## src/design/swma_pkg.sv

```systemverilog
package swma_pkg;

    // Fixed field widths of the channels and the configuration register.
    localparam int SAMPLE_W  = 16;
    localparam int LEN_W     = 7;
    localparam int SUM_OUT_W = 22;
    localparam int AVG_W     = 24;
    localparam int FRAC_BITS = 8;

    typedef enum logic [4:0] {
        S_IDLE     = 5'b00001,
        S_UPDATE   = 5'b00010,
        S_DIV_LOAD = 5'b00100,
        S_DIV      = 5'b01000,
        S_EMIT     = 5'b10000
    } swma_state_t;

    // Commands from the controller to the datapath.
    typedef struct packed {
        logic capture;
        logic update;
        logic div_load;
        logic div_step;
        logic emit;
    } swma_cmd_t;

    // Status from the datapath back to the controller.
    typedef struct packed {
        logic last;
        logic div_done;
        logic out_free;
    } swma_status_t;

endpackage

```

## src/design/swma_sample_if.sv

```systemverilog
interface swma_sample_if;
    import swma_pkg::*;

    logic                valid;
    logic                ready;
    logic [SAMPLE_W-1:0] sample;
    logic                last_sample;

    modport source (output valid, output sample, output last_sample, input ready);
    modport sink (input valid, input sample, input last_sample, output ready);
endinterface

```

## src/design/swma_result_if.sv

```systemverilog
interface swma_result_if;
    import swma_pkg::*;

    logic                 valid;
    logic                 ready;
    logic [SUM_OUT_W-1:0] max_window_sum;
    logic [AVG_W-1:0]     max_average;
    logic                 window_seen;

    modport source (output valid, output max_window_sum, output max_average,
                    output window_seen, input ready);
    modport sink (input valid, input max_window_sum, input max_average,
                  input window_seen, output ready);
endinterface

```

## src/design/swma_ctrl.sv

```systemverilog
module swma_ctrl (
    input  logic                  clk,
    input  logic                  rst_n,
    input  logic                  in_valid,
    output logic                  in_ready,
    input  swma_pkg::swma_status_t status,
    output swma_pkg::swma_cmd_t    cmd
);
    import swma_pkg::*;

    swma_state_t state_reg;
    swma_state_t state_next;

    always_ff @(posedge clk or negedge rst_n)
    begin
        if (!rst_n)
        begin
            state_reg <= S_IDLE;
        end
        else
        begin
            state_reg <= state_next;
        end
    end

    always_comb
    begin
        state_next = state_reg;
        cmd        = '0;
        in_ready   = 1'b0;
        unique case (state_reg)
            S_IDLE:
            begin
                in_ready = 1'b1;
                if (in_valid)
                begin
                    cmd.capture = 1'b1;
                    state_next  = S_UPDATE;
                end
            end
            S_UPDATE:
            begin
                cmd.update = 1'b1;
                state_next = status.last ? S_DIV_LOAD : S_IDLE;
            end
            S_DIV_LOAD:
            begin
                cmd.div_load = 1'b1;
                state_next   = S_DIV;
            end
            S_DIV:
            begin
                if (status.div_done)
                begin
                    state_next = S_EMIT;
                end
                else
                begin
                    cmd.div_step = 1'b1;
                end
            end
            S_EMIT:
            begin
                // The result register must be free before the stream state is dropped.
                if (status.out_free)
                begin
                    cmd.emit   = 1'b1;
                    state_next = S_IDLE;
                end
            end
            default:
            begin
                state_next = S_IDLE;
            end
        endcase
    end

endmodule

```

## src/design/swma_datapath.sv

```systemverilog
module swma_datapath #(
    parameter int MAX_WINDOW  = 64,
    parameter int SAMPLE_BITS = 16
) (
    input  logic                            clk,
    input  logic                            rst_n,
    input  logic                            cfg_write,
    input  logic [swma_pkg::LEN_W-1:0]      cfg_data,
    input  logic [swma_pkg::SAMPLE_W-1:0]   sample,
    input  logic                            last_sample,
    input  swma_pkg::swma_cmd_t             cmd,
    output swma_pkg::swma_status_t          status,
    output logic                            out_valid,
    input  logic                            out_ready,
    output logic [swma_pkg::SUM_OUT_W-1:0]  max_window_sum,
    output logic [swma_pkg::AVG_W-1:0]      max_average,
    output logic                            window_seen
);
    import swma_pkg::*;

    localparam int PTR_W = $clog2(MAX_WINDOW);
    localparam int IDX_W = PTR_W + 1;
    localparam int SUM_W = SAMPLE_BITS + $clog2(MAX_WINDOW);
    localparam int DIV_W = SUM_W + FRAC_BITS;
    localparam int CNT_W = $clog2(DIV_W + 1);

    logic [SAMPLE_BITS-1:0]        ring_mem [MAX_WINDOW];
    logic signed [SAMPLE_BITS-1:0] rd_data_reg;
    logic signed [SAMPLE_BITS-1:0] sample_reg;
    logic [SAMPLE_BITS-1:0]        sample_raw;
    logic                          last_reg;

    logic [LEN_W-1:0]              wlen_reg;
    logic [LEN_W-1:0]              len;
    logic [PTR_W-1:0]              ptr_reg;
    logic [PTR_W-1:0]              ptr_next;
    logic [LEN_W-1:0]              fill_reg;
    logic signed [SUM_W-1:0]       run_reg;
    logic signed [SUM_W-1:0]       best_reg;
    logic signed [SUM_W-1:0]       run_next;
    logic                          full;

    logic [IDX_W-1:0]              idx_sum;
    logic [PTR_W-1:0]              old_idx;

    logic [DIV_W-1:0]              div_q_reg;
    logic [LEN_W-1:0]              rem_reg;
    logic [CNT_W-1:0]              cnt_reg;
    logic                          neg_reg;
    logic [SUM_W-1:0]              best_mag;
    logic [LEN_W:0]                trial;
    logic                          trial_ge;
    logic signed [DIV_W:0]         avg_s;

    logic                          out_valid_reg;
    logic [SUM_OUT_W-1:0]          out_sum_reg;
    logic [AVG_W-1:0]              out_avg_reg;
    logic                          out_seen_reg;

    // Samples narrower than the field use its low bits; wider ones see it zero-extended.
    if (SAMPLE_BITS <= SAMPLE_W)
    begin : g_narrow
        assign sample_raw = sample[SAMPLE_BITS-1:0];
    end
    else
    begin : g_wide
        assign sample_raw = {{(SAMPLE_BITS - SAMPLE_W){1'b0}}, sample};
    end

    always_comb
    begin
        if (wlen_reg == '0)
        begin
            len = LEN_W'(1);
        end
        else if (int'(wlen_reg) > MAX_WINDOW)
        begin
            len = LEN_W'(MAX_WINDOW);
        end
        else
        begin
            len = wlen_reg;
        end
    end

    assign full = (fill_reg >= len);

    // Slot of the sample that leaves the window: ptr - len, modulo the ring depth.
    always_comb
    begin
        idx_sum = {1'b0, ptr_reg} + IDX_W'(MAX_WINDOW) - IDX_W'(len);
        if (idx_sum >= IDX_W'(MAX_WINDOW))
        begin
            old_idx = PTR_W'(idx_sum - IDX_W'(MAX_WINDOW));
        end
        else
        begin
            old_idx = idx_sum[PTR_W-1:0];
        end
    end

    assign ptr_next = (ptr_reg == PTR_W'(MAX_WINDOW - 1)) ? '0 : ptr_reg + 1'b1;

    always_comb
    begin
        if (full)
        begin
            run_next = run_reg + SUM_W'(sample_reg) - SUM_W'(rd_data_reg);
        end
        else
        begin
            run_next = run_reg + SUM_W'(sample_reg);
        end
    end

    always_ff @(posedge clk)
    begin
        if (cmd.capture)
        begin
            rd_data_reg <= ring_mem[old_idx];
            sample_reg  <= sample_raw;
            last_reg    <= last_sample;
        end
        if (cmd.update)
        begin
            ring_mem[ptr_reg] <= sample_reg;
        end
    end

    always_ff @(posedge clk or negedge rst_n)
    begin
        if (!rst_n)
        begin
            wlen_reg <= LEN_W'(1);
            ptr_reg  <= '0;
            fill_reg <= '0;
            run_reg  <= '0;
            best_reg <= '0;
        end
        else if (cfg_write)
        begin
            wlen_reg <= cfg_data;
            ptr_reg  <= '0;
            fill_reg <= '0;
            run_reg  <= '0;
            best_reg <= '0;
        end
        else if (cmd.update)
        begin
            run_reg <= run_next;
            ptr_reg <= ptr_next;
            if (full)
            begin
                if (run_next > best_reg)
                begin
                    best_reg <= run_next;
                end
            end
            else
            begin
                fill_reg <= fill_reg + 1'b1;
                // The first full window seeds the maximum.
                if (fill_reg + 1'b1 == len)
                begin
                    best_reg <= run_next;
                end
            end
        end
        else if (cmd.emit)
        begin
            ptr_reg  <= '0;
            fill_reg <= '0;
            run_reg  <= '0;
            best_reg <= '0;
        end
    end

    // Restoring division of |best| * 256 by the window length, one quotient bit a cycle.
    assign best_mag = best_reg[SUM_W-1] ? (~best_reg + 1'b1) : best_reg;
    assign trial    = {rem_reg, div_q_reg[DIV_W-1]};
    assign trial_ge = (trial >= {1'b0, len});

    always_ff @(posedge clk)
    begin
        if (cmd.div_load)
        begin
            div_q_reg <= {best_mag, {FRAC_BITS{1'b0}}};
            rem_reg   <= '0;
            neg_reg   <= best_reg[SUM_W-1];
        end
        else if (cmd.div_step)
        begin
            div_q_reg <= {div_q_reg[DIV_W-2:0], trial_ge};
            rem_reg   <= trial_ge ? LEN_W'(trial - {1'b0, len}) : trial[LEN_W-1:0];
        end
    end

    always_ff @(posedge clk or negedge rst_n)
    begin
        if (!rst_n)
        begin
            cnt_reg <= '0;
        end
        else if (cmd.div_load)
        begin
            cnt_reg <= CNT_W'(DIV_W);
        end
        else if (cmd.div_step)
        begin
            cnt_reg <= cnt_reg - 1'b1;
        end
    end

    assign avg_s = neg_reg ? (~{1'b0, div_q_reg} + 1'b1) : {1'b0, div_q_reg};

    always_ff @(posedge clk)
    begin
        if (cmd.emit)
        begin
            out_seen_reg <= full;
            out_sum_reg  <= full ? SUM_OUT_W'(best_reg) : '0;
            out_avg_reg  <= full ? AVG_W'(avg_s) : '0;
        end
    end

    always_ff @(posedge clk or negedge rst_n)
    begin
        if (!rst_n)
        begin
            out_valid_reg <= 1'b0;
        end
        else if (cmd.emit)
        begin
            out_valid_reg <= 1'b1;
        end
        else if (out_ready)
        begin
            out_valid_reg <= 1'b0;
        end
    end

    assign status.last     = last_reg;
    assign status.div_done = (cnt_reg == '0);
    assign status.out_free = !out_valid_reg || out_ready;

    assign out_valid      = out_valid_reg;
    assign max_window_sum = out_sum_reg;
    assign max_average    = out_avg_reg;
    assign window_seen    = out_seen_reg;

endmodule

```

## src/design/sliding_window_max_average_unit.sv

```systemverilog
// Each sample item is accepted, with the leaving sample read from the ring memory, and then
// the ring, running sum and maximum are updated; a new sample is accepted only after that.
// After an item marked last, the bit-serial divider is loaded and run, and the result item
// is loaded once any earlier result item has left the output.
// Asynchronous active-low reset sets the window length to 1 and clears the stream state.
module sliding_window_max_average_unit #(
    parameter int MAX_WINDOW  = 64,
    parameter int SAMPLE_BITS = 16
) (
    input  logic                       clk,
    input  logic                       rst_n,
    input  logic                       cfg_write,
    input  logic [swma_pkg::LEN_W-1:0] cfg_data,
    swma_sample_if.sink                sample_ch,
    swma_result_if.source              result_ch
);
    import swma_pkg::*;

    swma_cmd_t    cmd;
    swma_status_t status;
    logic         in_ready;

    assign sample_ch.ready = in_ready;

    swma_ctrl u_ctrl (
        .clk      (clk),
        .rst_n    (rst_n),
        .in_valid (sample_ch.valid),
        .in_ready (in_ready),
        .status   (status),
        .cmd      (cmd)
    );

    swma_datapath #(
        .MAX_WINDOW  (MAX_WINDOW),
        .SAMPLE_BITS (SAMPLE_BITS)
    ) u_datapath (
        .clk            (clk),
        .rst_n          (rst_n),
        .cfg_write      (cfg_write),
        .cfg_data       (cfg_data),
        .sample         (sample_ch.sample),
        .last_sample    (sample_ch.last_sample),
        .cmd            (cmd),
        .status         (status),
        .out_valid      (result_ch.valid),
        .out_ready      (result_ch.ready),
        .max_window_sum (result_ch.max_window_sum),
        .max_average    (result_ch.max_average),
        .window_seen    (result_ch.window_seen)
    );

endmodule

```

## src/flat_wrapper.sv

```systemverilog
// flat-port wrapper written by rule: the top's interface ports become plain ports
module sliding_window_max_average_unit_flat import swma_pkg::*;
#(
    parameter int MAX_WINDOW  = 64,
    parameter int SAMPLE_BITS = 16
)
  (clk, rst_n, cfg_write, cfg_data, sample_ch_valid, sample_ch_sample, sample_ch_last_sample, sample_ch_ready, result_ch_valid, result_ch_max_window_sum, result_ch_max_average, result_ch_window_seen, result_ch_ready);
  swma_sample_if sample_ch_i ();
  swma_result_if result_ch_i ();
  input  logic clk;
  input  logic rst_n;
  input  logic cfg_write;
  input  logic [swma_pkg::LEN_W-1:0] cfg_data;
  input wire logic [$bits(sample_ch_i.valid)-1:0] sample_ch_valid;
  input wire logic [$bits(sample_ch_i.sample)-1:0] sample_ch_sample;
  input wire logic [$bits(sample_ch_i.last_sample)-1:0] sample_ch_last_sample;
  output wire logic [$bits(sample_ch_i.ready)-1:0] sample_ch_ready;
  output wire logic [$bits(result_ch_i.valid)-1:0] result_ch_valid;
  output wire logic [$bits(result_ch_i.max_window_sum)-1:0] result_ch_max_window_sum;
  output wire logic [$bits(result_ch_i.max_average)-1:0] result_ch_max_average;
  output wire logic [$bits(result_ch_i.window_seen)-1:0] result_ch_window_seen;
  input wire logic [$bits(result_ch_i.ready)-1:0] result_ch_ready;
  assign sample_ch_i.valid = sample_ch_valid;
  assign sample_ch_i.sample = sample_ch_sample;
  assign sample_ch_i.last_sample = sample_ch_last_sample;
  assign sample_ch_ready = sample_ch_i.ready;
  assign result_ch_valid = result_ch_i.valid;
  assign result_ch_max_window_sum = result_ch_i.max_window_sum;
  assign result_ch_max_average = result_ch_i.max_average;
  assign result_ch_window_seen = result_ch_i.window_seen;
  assign result_ch_i.ready = result_ch_ready;
  sliding_window_max_average_unit #(.MAX_WINDOW(MAX_WINDOW), .SAMPLE_BITS(SAMPLE_BITS)) u_core (.clk(clk), .rst_n(rst_n), .cfg_write(cfg_write), .cfg_data(cfg_data), .sample_ch(sample_ch_i), .result_ch(result_ch_i));
endmodule
```

## config.mk

```make
export PLATFORM = sky130hd
export DESIGN_NAME = sliding_window_max_average_unit_flat
export DESIGN_NICKNAME = d
export VERILOG_FILES = /design/src/design/swma_pkg.sv /design/src/design/swma_sample_if.sv /design/src/design/swma_result_if.sv /design/src/design/swma_ctrl.sv /design/src/design/swma_datapath.sv /design/src/design/sliding_window_max_average_unit.sv /design/src/flat_wrapper.sv
export SDC_FILE = /design/constraint.sdc
export NUM_CORES = 1
export LEC_CHECK = 0
export ABC_AREA = 1
export BUFFER_PORTS_ARGS = -buffer_cell sky130_fd_sc_hd__buf_2
export CORE_MARGIN = 2
export CORE_UTILIZATION = 40
export CTS_BUF_LIST = sky130_fd_sc_hd__clkbuf_8
export CTS_CLUSTER_SIZE = 30
export DETAILED_ROUTE_END_ITERATION = 8
export PLACE_DENSITY = 0.58
export SLEW_MARGIN = 20
export SYNTH_ARGS = -nofsm -noshare
export SYNTH_HDL_FRONTEND = slang
export SYNTH_SLANG_ARGS = --single-unit
```

## constraint.sdc

```tcl
create_clock -name clk -period 5.4 [get_ports clk]
set_clock_uncertainty 0.05 [all_clocks]
set_input_delay 0 -clock clk [delete_from_list [all_inputs] [get_ports clk]]
set_output_delay 0 -clock clk [all_outputs]
set_load 0.03 [all_outputs]
```

== Yosys cells after proc, flatten, opt, wreduce, memory -nomap -nowiden ==
Memory sizes are Yosys's and may differ from the RTL's. A register that Yosys moved wholly into a read port is not among the register bits.
Cells that the tools add are included.
Widths: inputs -> output; s select.

* Flip-flop bits (word level): 177
* Memory bits (writable): 1024
* Input bits: 29
* Word-level logic and storage cells: 104
* Memories: 1

* Add/sub/neg operators: 11
* Order comparisons: 5
* Equal/unequal tests: 13
* Muxes and demuxes: 45
* Bitwise operators: 2
* Reduce and logical (&&, ||, !) cells: 10

{| class="wikitable"
|+ Memories
! memory !! words !! bits a word !! read ports !! clocked after Yosys merged registers in !! write ports !! RTL line !! RTL
|-
| u_core.u_datapath.ring_mem || 64 || 16 || 1 || 1 || 1 || swma_datapath.sv:27 || <nowiki>logic [SAMPLE_BITS-1:0] ring_mem [MAX_WINDOW];</nowiki>
|}

{| class="wikitable"
|+ Operators by type and width
! kind !! count
|-
| $mux 22 || 10
|-
| $mux 30 || 2
|-
| $mux 7 || 7
|-
| $mux 6 || 5
|-
| $mux 5 || 5
|-
| $pmux 5 s5 || 1
|-
| $add 24x1->24 const B || 1
|-
| $mux 24 || 1
|-
| $not 24->24 || 1
|-
| $add 22x1->22 const B || 1
|-
| $add 22x16->22 || 1
|-
| $gt 22x22->1 || 1
|-
| $not 22->22 || 1
|-
| $sub 22x16->22 || 1
|-
| $sub 7x7->7 || 2
|-
| $mux 1 || 13
|-
| $ge 8x7->1 || 1
|-
| $ne 4x4->1 const B || 2
|-
| $add 6x7->7 const B || 1
|-
| $add 7x1->7 const B || 1
|-
| $eq 7x7->1 || 1
|-
| $ge 7x7->1 || 1
|-
| $ge 7x7->1 const B || 1
|-
| $gt 7x7->1 const B || 1
|-
| other kinds (21) || 24
|}

== Logic depth before layout (Yosys ltp) ==
Gate-level depths: netlist of the first run.

* Word-level depth: 10
* Gate-level depth with buffers: 40

== Hierarchy ==
From an unflattened synthesis of the first run, not the netlist that was laid out.

* Cell total of the unflattened synthesis: 4616
* Area, all modules: 52849.4 um^2

{| class="wikitable"
|+ Modules (own cells, without submodules)
! module !! instances !! cells each !! area an instance (um^2) !! sequential area each (um^2)
|-
| swma_datapath || 1 || 4565 || 52495.3 || 35895.7
|-
| swma_ctrl || 1 || 51 || 354.1 || 126.4
|}

== Worst setup path before layout of the first run ==
Ideal clock, no wire load.

* Path kind: register -> register
* Start point: reg u_core.u_datapath.sample_reg[0]
* End point: reg u_core.u_datapath.best_reg[3]
* Setup time: 120 ps
* Data arrival time: 5039 ps
* Required time: 5230 ps
* Slack: 191 ps
* Stages on the path, launching flop included: 39
* Buffers on the path: 1
* Path through: edfxtp_1 > ha_1 > inv_1 > fa_1 > o21ai_2 > nand2_1 > nand2_1 > nand2_1 > nand2_1 > nand2_1 > nand3_1 > nand2_1 > ha_1 > nand2_1 > nor2_1 > nand2_1 > nor2_1 > nand2_1 > [3 not listed] > nor2_1 > nand2_1 > nand2_1 > ha_1 > nand2_1 > nor2_1 > nand2_1 > nor2_1 > nand4_1 > nand2_1 > clkinv_1 > nand2_1 > nand2_2 > nand2_4 > inv_4 > buf_8 > nand2_1 > o21ai_2

* Word-level cells in the longest chain between the ends: 7

{| class="wikitable"
|+ RTL lines
! element !! RTL line !! RTL
|-
| from (decl) || swma_datapath.sv:29 || <nowiki>logic signed [SAMPLE_BITS-1:0] sample_reg;</nowiki>
|-
| from (signal assigned) || swma_datapath.sv:121 || <nowiki>sample_reg <= sample_raw;</nowiki>
|-
| $add 22x16->22 (*) || swma_datapath.sv:108, swma_datapath.sv:112 ||
|-
| $sub 22x16->22 || swma_datapath.sv:108 || <nowiki>run_next = run_reg + SUM_W'(sample_reg) - SUM_W'(rd_data_reg);</nowiki>
|-
| $mux 22 (*) || swma_datapath.sv:106 || <nowiki>if (full)</nowiki>
|-
| parallel branches: the longest is 4 deep, another holds $gt 22x22->1 || n/a ||
|-
| to (signal assigned) || swma_datapath.sv:156 || <nowiki>best_reg <= run_next;</nowiki>
|-
| to (signal assigned) || swma_datapath.sv:165 || <nowiki>best_reg <= run_next;</nowiki>
|-
| to (decl) || swma_datapath.sv:39 || <nowiki>logic signed [SUM_W-1:0] best_reg;</nowiki>
|}

Mark *: on every way between the ends. The select of a mux whose other input is x is not followed.
A chain may end at the register's enable or synchronous reset.

== Worst setup path in the final report of the first run ==
* Start point: reg u_core.u_datapath.sample_reg[5]
* End point: reg u_core.u_datapath.best_reg[1]

* Word-level cells in the longest chain between the ends: 6

{| class="wikitable"
|+ RTL lines
! element !! RTL line !! RTL
|-
| $add 22x16->22 (*) || swma_datapath.sv:108, swma_datapath.sv:112 ||
|-
| $sub 22x16->22 || swma_datapath.sv:108 ||
|-
| $mux 22 (*) || swma_datapath.sv:106 ||
|-
| $gt 22x22->1 (*) || swma_datapath.sv:154 || <nowiki>if (run_next > best_reg)</nowiki>
|-
| $ne 4x4->1 (no source line) (*) || n/a ||
|-
| $reduce_and 3->1 (no source line) (*) || n/a ||
|}

Every way passes the cells marked *; elsewhere a longest branch is shown, timed or not.

==> results of run 1 <==
==> routing by layer <==
metal | part of all wire | GRT usage | up-vias
met5 | 0.00018 | 0 | -
met4 | 0.034 | 0.08469 | 4
met3 | 0.064 | 0.03723 | 239
met2 | 0.48 | 0.3608 | 1288
met1 | 0.42 | 0.2920 | 18080
li1 | - | - | 17300
==> worst min-delay path by stage <==
stage,to,slack (ns),cells after the start
floorplan,u_core.u_ctrl.state_reg[1],-0.35,0
global placement,u_core.u_datapath.last_reg,0.13,1
detailed placement,u_core.u_datapath.last_reg,0.14,1
CTS,u_core.u_ctrl.state_reg[0],0.03,3
global route,u_core.u_datapath.wlen_reg[0],0.09,3
finish,u_core.u_ctrl.state_reg[0],0.11,3
==> power breakdown <==
group	leakage [nW]	internal [mW]	switching, mW	total, mW
Sequential	11.3	11.6	0.289	11.9
Clock	2.14	3.72	3.79	7.51
Combinational	8.36	3.59	8.92	12.5
Total	21.8	18.9	13.0	31.9
==> synthesized netlist by cell type (all sizes together) <==
cell type and n:
nand4 24, clkinv 4, o21bai 5, o22ai 23, o31ai 2, a32o 1, a22oi 1, a21o 3
edfxtp 1127, ha 88, xor2 37, dfstp 2, nand3b 3, o211ai 65, fa 4, or2 3
nand3 393, nor3 22, o32ai 1, dfxtp 15, nor4 9, a21oi 84, xnor2 13, dlygate4sd1 1
inv 248, nor3b 1, nor2 906, o21a 1, buf 131, nand2 494, dfrtp 73, and2 6
o21ai 634, clkbuf 120, o221ai 130
==> timing repair <==
item | CTS | global route
endpoints found under the setup margin | 0 | 22
hold endpoints to repair | 183 | 0
hold buffers | 71 | 0
resized for setup | 0 | 17
buffers inserted | 0 | 1
==> through the flow <==
step | area [µm²] | power [mW] | utilization | worst slack (ns) | hold slack (ns)
final | 60570 | 31.88 | 0.4596 | 0.4373 | 0.1144
after global routing | 60570 | 33.78 | 0.4596 | 0.003791 | 0.08579
after CTS | 60460 | 31.87 | 0.4587 | 0.07150 | 0.02704
after detailed placement | 56020 | 24.29 | 0.4251 | 0.08241 | 0.1357
after global placement | 56020 | 24.25 | 0.4251 | 0.1080 | 0.1278
after floorplan | 53270 | 20.07 | - | 0.1905 | -0.3456
==> layout make-up <==
cell class / instances / area [µm²]
Antenna cell: 1 / 2.502
Timing Repair Buffer: 302 / 2492
Fill cell: 12090 / 71220
Clock inverter: 168 / 885.9
Sequential cell: 1217 / 36020
Inverter: 252 / 977.2
Tap cell: 1755 / 2196
Multi-Input combinational cell: 2954 / 15180
Clock buffer: 205 / 2821
==> kinds of logic after synthesis <==
family / Yosys count
AO/OA/AOI/OAI: 950
XOR/XNOR: 50
adder cells (fa/ha/maj): 92
buffers and inverters: 504
flip-flops: 1217
AND/OR/NAND/NOR: 1861
==> critical path, delay by kind of cell, from the launching register on <==
family,cells,cell delay [ns]
simple gates,30,2.84
compound gates,2,0.30
fa+ha+maj,3,1.15
buf+inv,1,0.13
flops,1,0.44
==> results by group, run 1 <==
Timing
  – Final setup viols: 0
  – Fmax: 201.5 MHz
  – RSZ-0062 raised after global routing: false
  – Count of pins over their slew limit: 0
  – Final hold vios: 0
  – Setup TNS: 0 ns
  – Fin crit period: 4.963 ns
  – Tcrit/Tclk final: 0.9190
  – Worst Max-Slew Pin Slew: 1.108 ns
  – Max-slew headroom: 0.2589

Synthesis
  – Post-synthesis cell area: 53270 µm²
  – Yosys reg bits: 1217
  – Area fraction of the dominant cell type after synthesis: 0.6353
  – Top cells by area, synth: edfxtp_1 (64%), nor2_1 (6.3%), o21ai_0 (5.5%)
  – Seq/Total Area, Yosys: 0.6762
  – Compound-Gate Fraction of Synth Area: 0.1039
  – Adder-cell share of the synthesized area: 0.02217
  – Mean Syn Cell Area: ~11 µm²
  – Yosys top cell by area: edfxtp_1
  – Simple-gate area share of the yosys netlist: 0.1471
  – Post-synthesis xor/xnor area fraction: 0.008925
  – Gate Count Post-Synth: 4674
  – Mux cell area share after synthesis: 0
  – Netlist cell types: 55
  – Syn nets: 4795
  – Largest family of logic cells by synthesized area: simple AND/OR/NAND/NOR gates
  – Synth Warn #: 0

Global route
  – Largest net degree at the start of global routing: 168
  – Initial antenna violation count: 3
  – Tot GR Track Use: 0.2200
  – Grt total ovfl: 0
  – Vias in the first global route: ~36000
  – First-pass GRT wire length: about 230 mm

Clock tree
  – Max Buffers Root-to-Sink: 3
  – Clock sinks: 1217
  – Total CTS buffers: roughly 200
  – Worst-skew pair later-pin latency: about 0.9 ns
  – Root buffer cell: clkbuf_8
  – Reg clk slew, reported paths: 0.07 ns
  – CTS tree: built
  – Htree depth: 4

Critical path
  – Crit-path max cell delay: ~0.44 ns
  – CP Launch Type: flop
  – Slowest-stage cell, CP: edfxtp_1
  – R2r setup slk: approximately 0.44 ns
  – Crit path from: u_core.u_datapath.sample_reg[5]
  – WS Path Type: flop to flop
  – FF-to-FF path depth: 36
  – Crit path arrival time: 5.73 ns
  – Worst setup EP type: flop
  – Critical Path RT: 6.17 ns
  – Highest net fanout along the worst path: 17
  – CP dominant cell by count: nand2_1
  – R2r startpoint: u_core.u_datapath.sample_reg[5]
  – Critical path endpoint: u_core.u_datapath.best_reg[1]
  – Worst r2r dst: u_core.u_datapath.best_reg[1]

Cells and area
  – Fin cells: 6854
  – Most frequent cells in the layout: edfxtp_1 (1127), nor2_1 (894), o21ai_0 (587)
  – Layout area overhead: 13.71%
  – Max reg flops: 1024
  – Share of cells above drive strength 1: 0.1118
  – Nets@finish: 5047
  – Commonest non-fill, non-tap cell in the layout: edfxtp_1

Floorplanning
  – Die H: about 370 µm
  – Chip Width: approximately 370 µm
  – CORE AREA: 131800 µm²
  – Initial Util: 0.4042
  – # IOs: 78
  – Die footprint: 136100 µm²
  – Core Rows: 133

Route
  – Initial DRC Count: 3597
  – Via-per-instance ratio: roughly 5.4
  – Total Wirelength: 151.2 mm
  – WL/cell: between 20 and 25 µm
  – Via count: 36910
  – Final ANT Viol Nets: 0
  – Drc violations: 0
  – Pre-Repair DR Iteration Count: 5

Run status
  – Outcome: finished, final reports clean

Placed design
  – Cells after DPL: 6406
  – Post-DP HPWL: 89.52 mm
  – Buffers added on ports: 77
  – Final RePlAce weighted congestion: 0.9122

Power and ir drop
  – Power per cell area: 526.3 nW/µm²
  – LEAKAGE: 21.84 nW
  – Peak VDD IR: 0.0004422 V

Worst hold path
  – Worst hold path type: input port to async pin

Run
  – Max cap viols: 0
No activity file was read; power rests on OpenSTA's default activity.
==> inputs of run 2 (changes only) <==
- CELL_PAD_IN_SITES_DETAIL_PLACEMENT: unset -> 1
- CELL_PAD_IN_SITES_GLOBAL_PLACEMENT: unset -> 1
- PLACE_DENSITY: 0.58 -> 0.68
==> run 2 against run 1 <==
First-iteration DRC count decreased by 3.7%. Non-clock buffer count down 13. Final cell count down 0.42%. Utilization is 0.10 points lower. Global-route usage up 1.4 points. Highest routed layer unchanged.
==> results by group, run 2 (synthesis gave the netlist of run 1 again) <==
Run status
  – Outcome: finished, final reports clean

Timing
  – Final setup viols: 0
  – Hold slack: between 0.2 and 0.25 ns
  – Tcrit/Tclk final: 0.9271
  – Fin worst setup slack: 0.3935 ns
  – Fmax: 199.7 MHz
  – Max-slew headroom: 0.3152
  – Count of pins over their slew limit: 0
  – Setup TNS: 0 ns
  – Fin crit period: 5.006 ns
  – Final hold vios: 0
  – Worst Max-Slew Pin Slew: roughly 1.0 ns

Power and ir drop
  – Peak VDD IR: 0.0003282 V
  – LEAKAGE: 21.74 nW
  – Power per cell area: 531.7 nW/µm²

Route
  – Final ANT Viol Nets: 0
  – Drc violations: 0
  – Via count: 37890
  – Initial DRC Count: about 3500
  – Total Wirelength: 160.5 mm
  – Pre-Repair DR Iteration Count: 5
  – Via-per-instance ratio: 5.552
  – WL/cell: 23.51 µm

Floorplanning
  – Die footprint: 136100 µm²
  – Die H: 368.9 µm
  – Initial Util: 0.4042
  – Core Rows: ~130
  – # IOs: 78
  – CORE AREA: 131800 µm²
  – Chip Width: 368.9 µm

Critical path
  – CP Launch Type: flop
  – Crit path arrival time: 5.80 ns
  – R2r startpoint: u_core.u_datapath.sample_reg[15]
  – Worst r2r dst: u_core.u_datapath.best_reg[14]
  – Crit-path max cell delay: 0.52 ns
  – R2r setup slk: 0.39 ns
  – FF-to-FF path depth: 31
  – Critical path endpoint: u_core.u_datapath.best_reg[14]
  – CP dominant cell by count: nand2_1
  – Slowest-stage cell, CP: edfxtp_1
  – Highest net fanout along the worst path: 13
  – Crit path from: u_core.u_datapath.sample_reg[15]
  – Critical Path RT: between 6 and 7 ns
  – Worst setup EP type: flop
  – WS Path Type: flop to flop

Clock tree
  – Reg clk slew, reported paths: 0.06 ns
  – Total CTS buffers: 200
  – Htree depth: 4
  – Worst-skew pair later-pin latency: about 0.96 ns
  – CTS tree: built
  – Clock sinks: between 1000 and 1500
  – Max Buffers Root-to-Sink: 3
  – Root buffer cell: clkbuf_8

Global route
  – Vias in the first global route: 39420
  – Largest net degree at the start of global routing: 171
  – Grt total ovfl: 0
  – First-pass GRT wire length: 243.2 mm
  – Initial antenna violation count: 12
  – Tot GR Track Use: 0.2344

Cells and area
  – Most frequent cells in the layout: edfxtp_1 (1127), nor2_1 (896), o21ai_0 (586)
  – Fin cells: 6825
  – Fin area: ~60000 µm²
  – Share of cells above drive strength 1: 0.1084
  – Layout area overhead: 13.46%
  – Fillers: 14230
  – Commonest non-fill, non-tap cell in the layout: edfxtp_1
  – Max reg flops: between 1000 and 1500
  – Reg area: about 36000 µm²
  – Area of the multi-input gates: between 15000 and 20000 µm²
  – Nets@finish: between 5000 and 6000

Placed design
  – Cells after DPL: 6391
  – Worst Setup Slack post-DPL: 0.1198 ns
  – Final RePlAce weighted congestion: 0.9011
  – Buffers added on ports: 77
  – Post-DP HPWL: 96.78 mm
  – Area post-placement: 55930 µm²

Worst hold path
  – Worst hold path type: input port to flop
  – WHS Path Cells: 5

Run
  – Max cap viols: 0
==> run 2: stage by stage <==
step           power [mW]  utilization
2_1_floorplan       20.07            -
3_3_place_gp        24.21       0.4243
3_5_place_dp        24.55       0.4243
4_1_cts             32.04       0.4569
5_1_grt             34.08       0.4586
6_report            32.14       0.4586
==> run 2: repair_timing <==
| action | 4_1_cts | 5_1_grt |
|---|---|---|
| resized for setup | 0 | 32 |
| hold endpoints to repair | 190 | 0 |
| hold buffers | 71 | 0 |
| buffers inserted | 0 | 3 |
| setup endpoints to repair | 0 | 22 |
==> run 2: final cells by class <==
class,count,share of cell area
sequential,1217,0.5960
multi-input combinational,2954,0.2524
clock buffer,206,0.04691
timing repair buffer,289,0.03975
tap,1755,0.03633
inverter,252,0.01613
clock inverter,148,0.01230
antenna,4,0.0001656
==> run 2: worst min-delay path by stage <==
stage,start,end,slack [ns]
after floorplan,rst_n,u_core.u_ctrl.state_reg[1],-0.35
after global placement,rst_n,u_core.u_datapath.best_reg[15],-0.22
after detailed placement,rst_n,u_core.u_datapath.best_reg[15],-0.22
after CTS,cfg_write,u_core.u_datapath.run_reg[21],0.11
after global routing,cfg_write,u_core.u_datapath.best_reg[21],0.24
final,cfg_write,u_core.u_datapath.run_reg[21],0.23
==> run 2: report_power, final <==
group	internal [mW]	switching (mW)	total [mW]
Clock	3.60	3.81	7.41
Sequential	11.6	0.281	11.9
Combinational	3.63	9.24	12.9
Total	18.8	13.3	32.1
==> run 2: per-layer routing <==
layer / track usage / share of wire / vias to the layer above
met5: 0 / 0.000069 / -
met4: 0.08014 / 0.029 / 2
met3: 0.03761 / 0.055 / 270
met2: 0.3876 / 0.49 / 1077
met1: 0.3135 / 0.43 / 19280
li1: - / - / 17260
==> run 2: critical path, delay by kind of cell, from the launching register on <==
| kind | cells | cell delay [ns] |
|---|---|---|
| compound gates | 4 | 0.53 |
| simple gates | 22 | 2.39 |
| flops | 1 | 0.52 |
| fa+ha+maj | 3 | 1.05 |
| buf+inv | 2 | 0.34 |
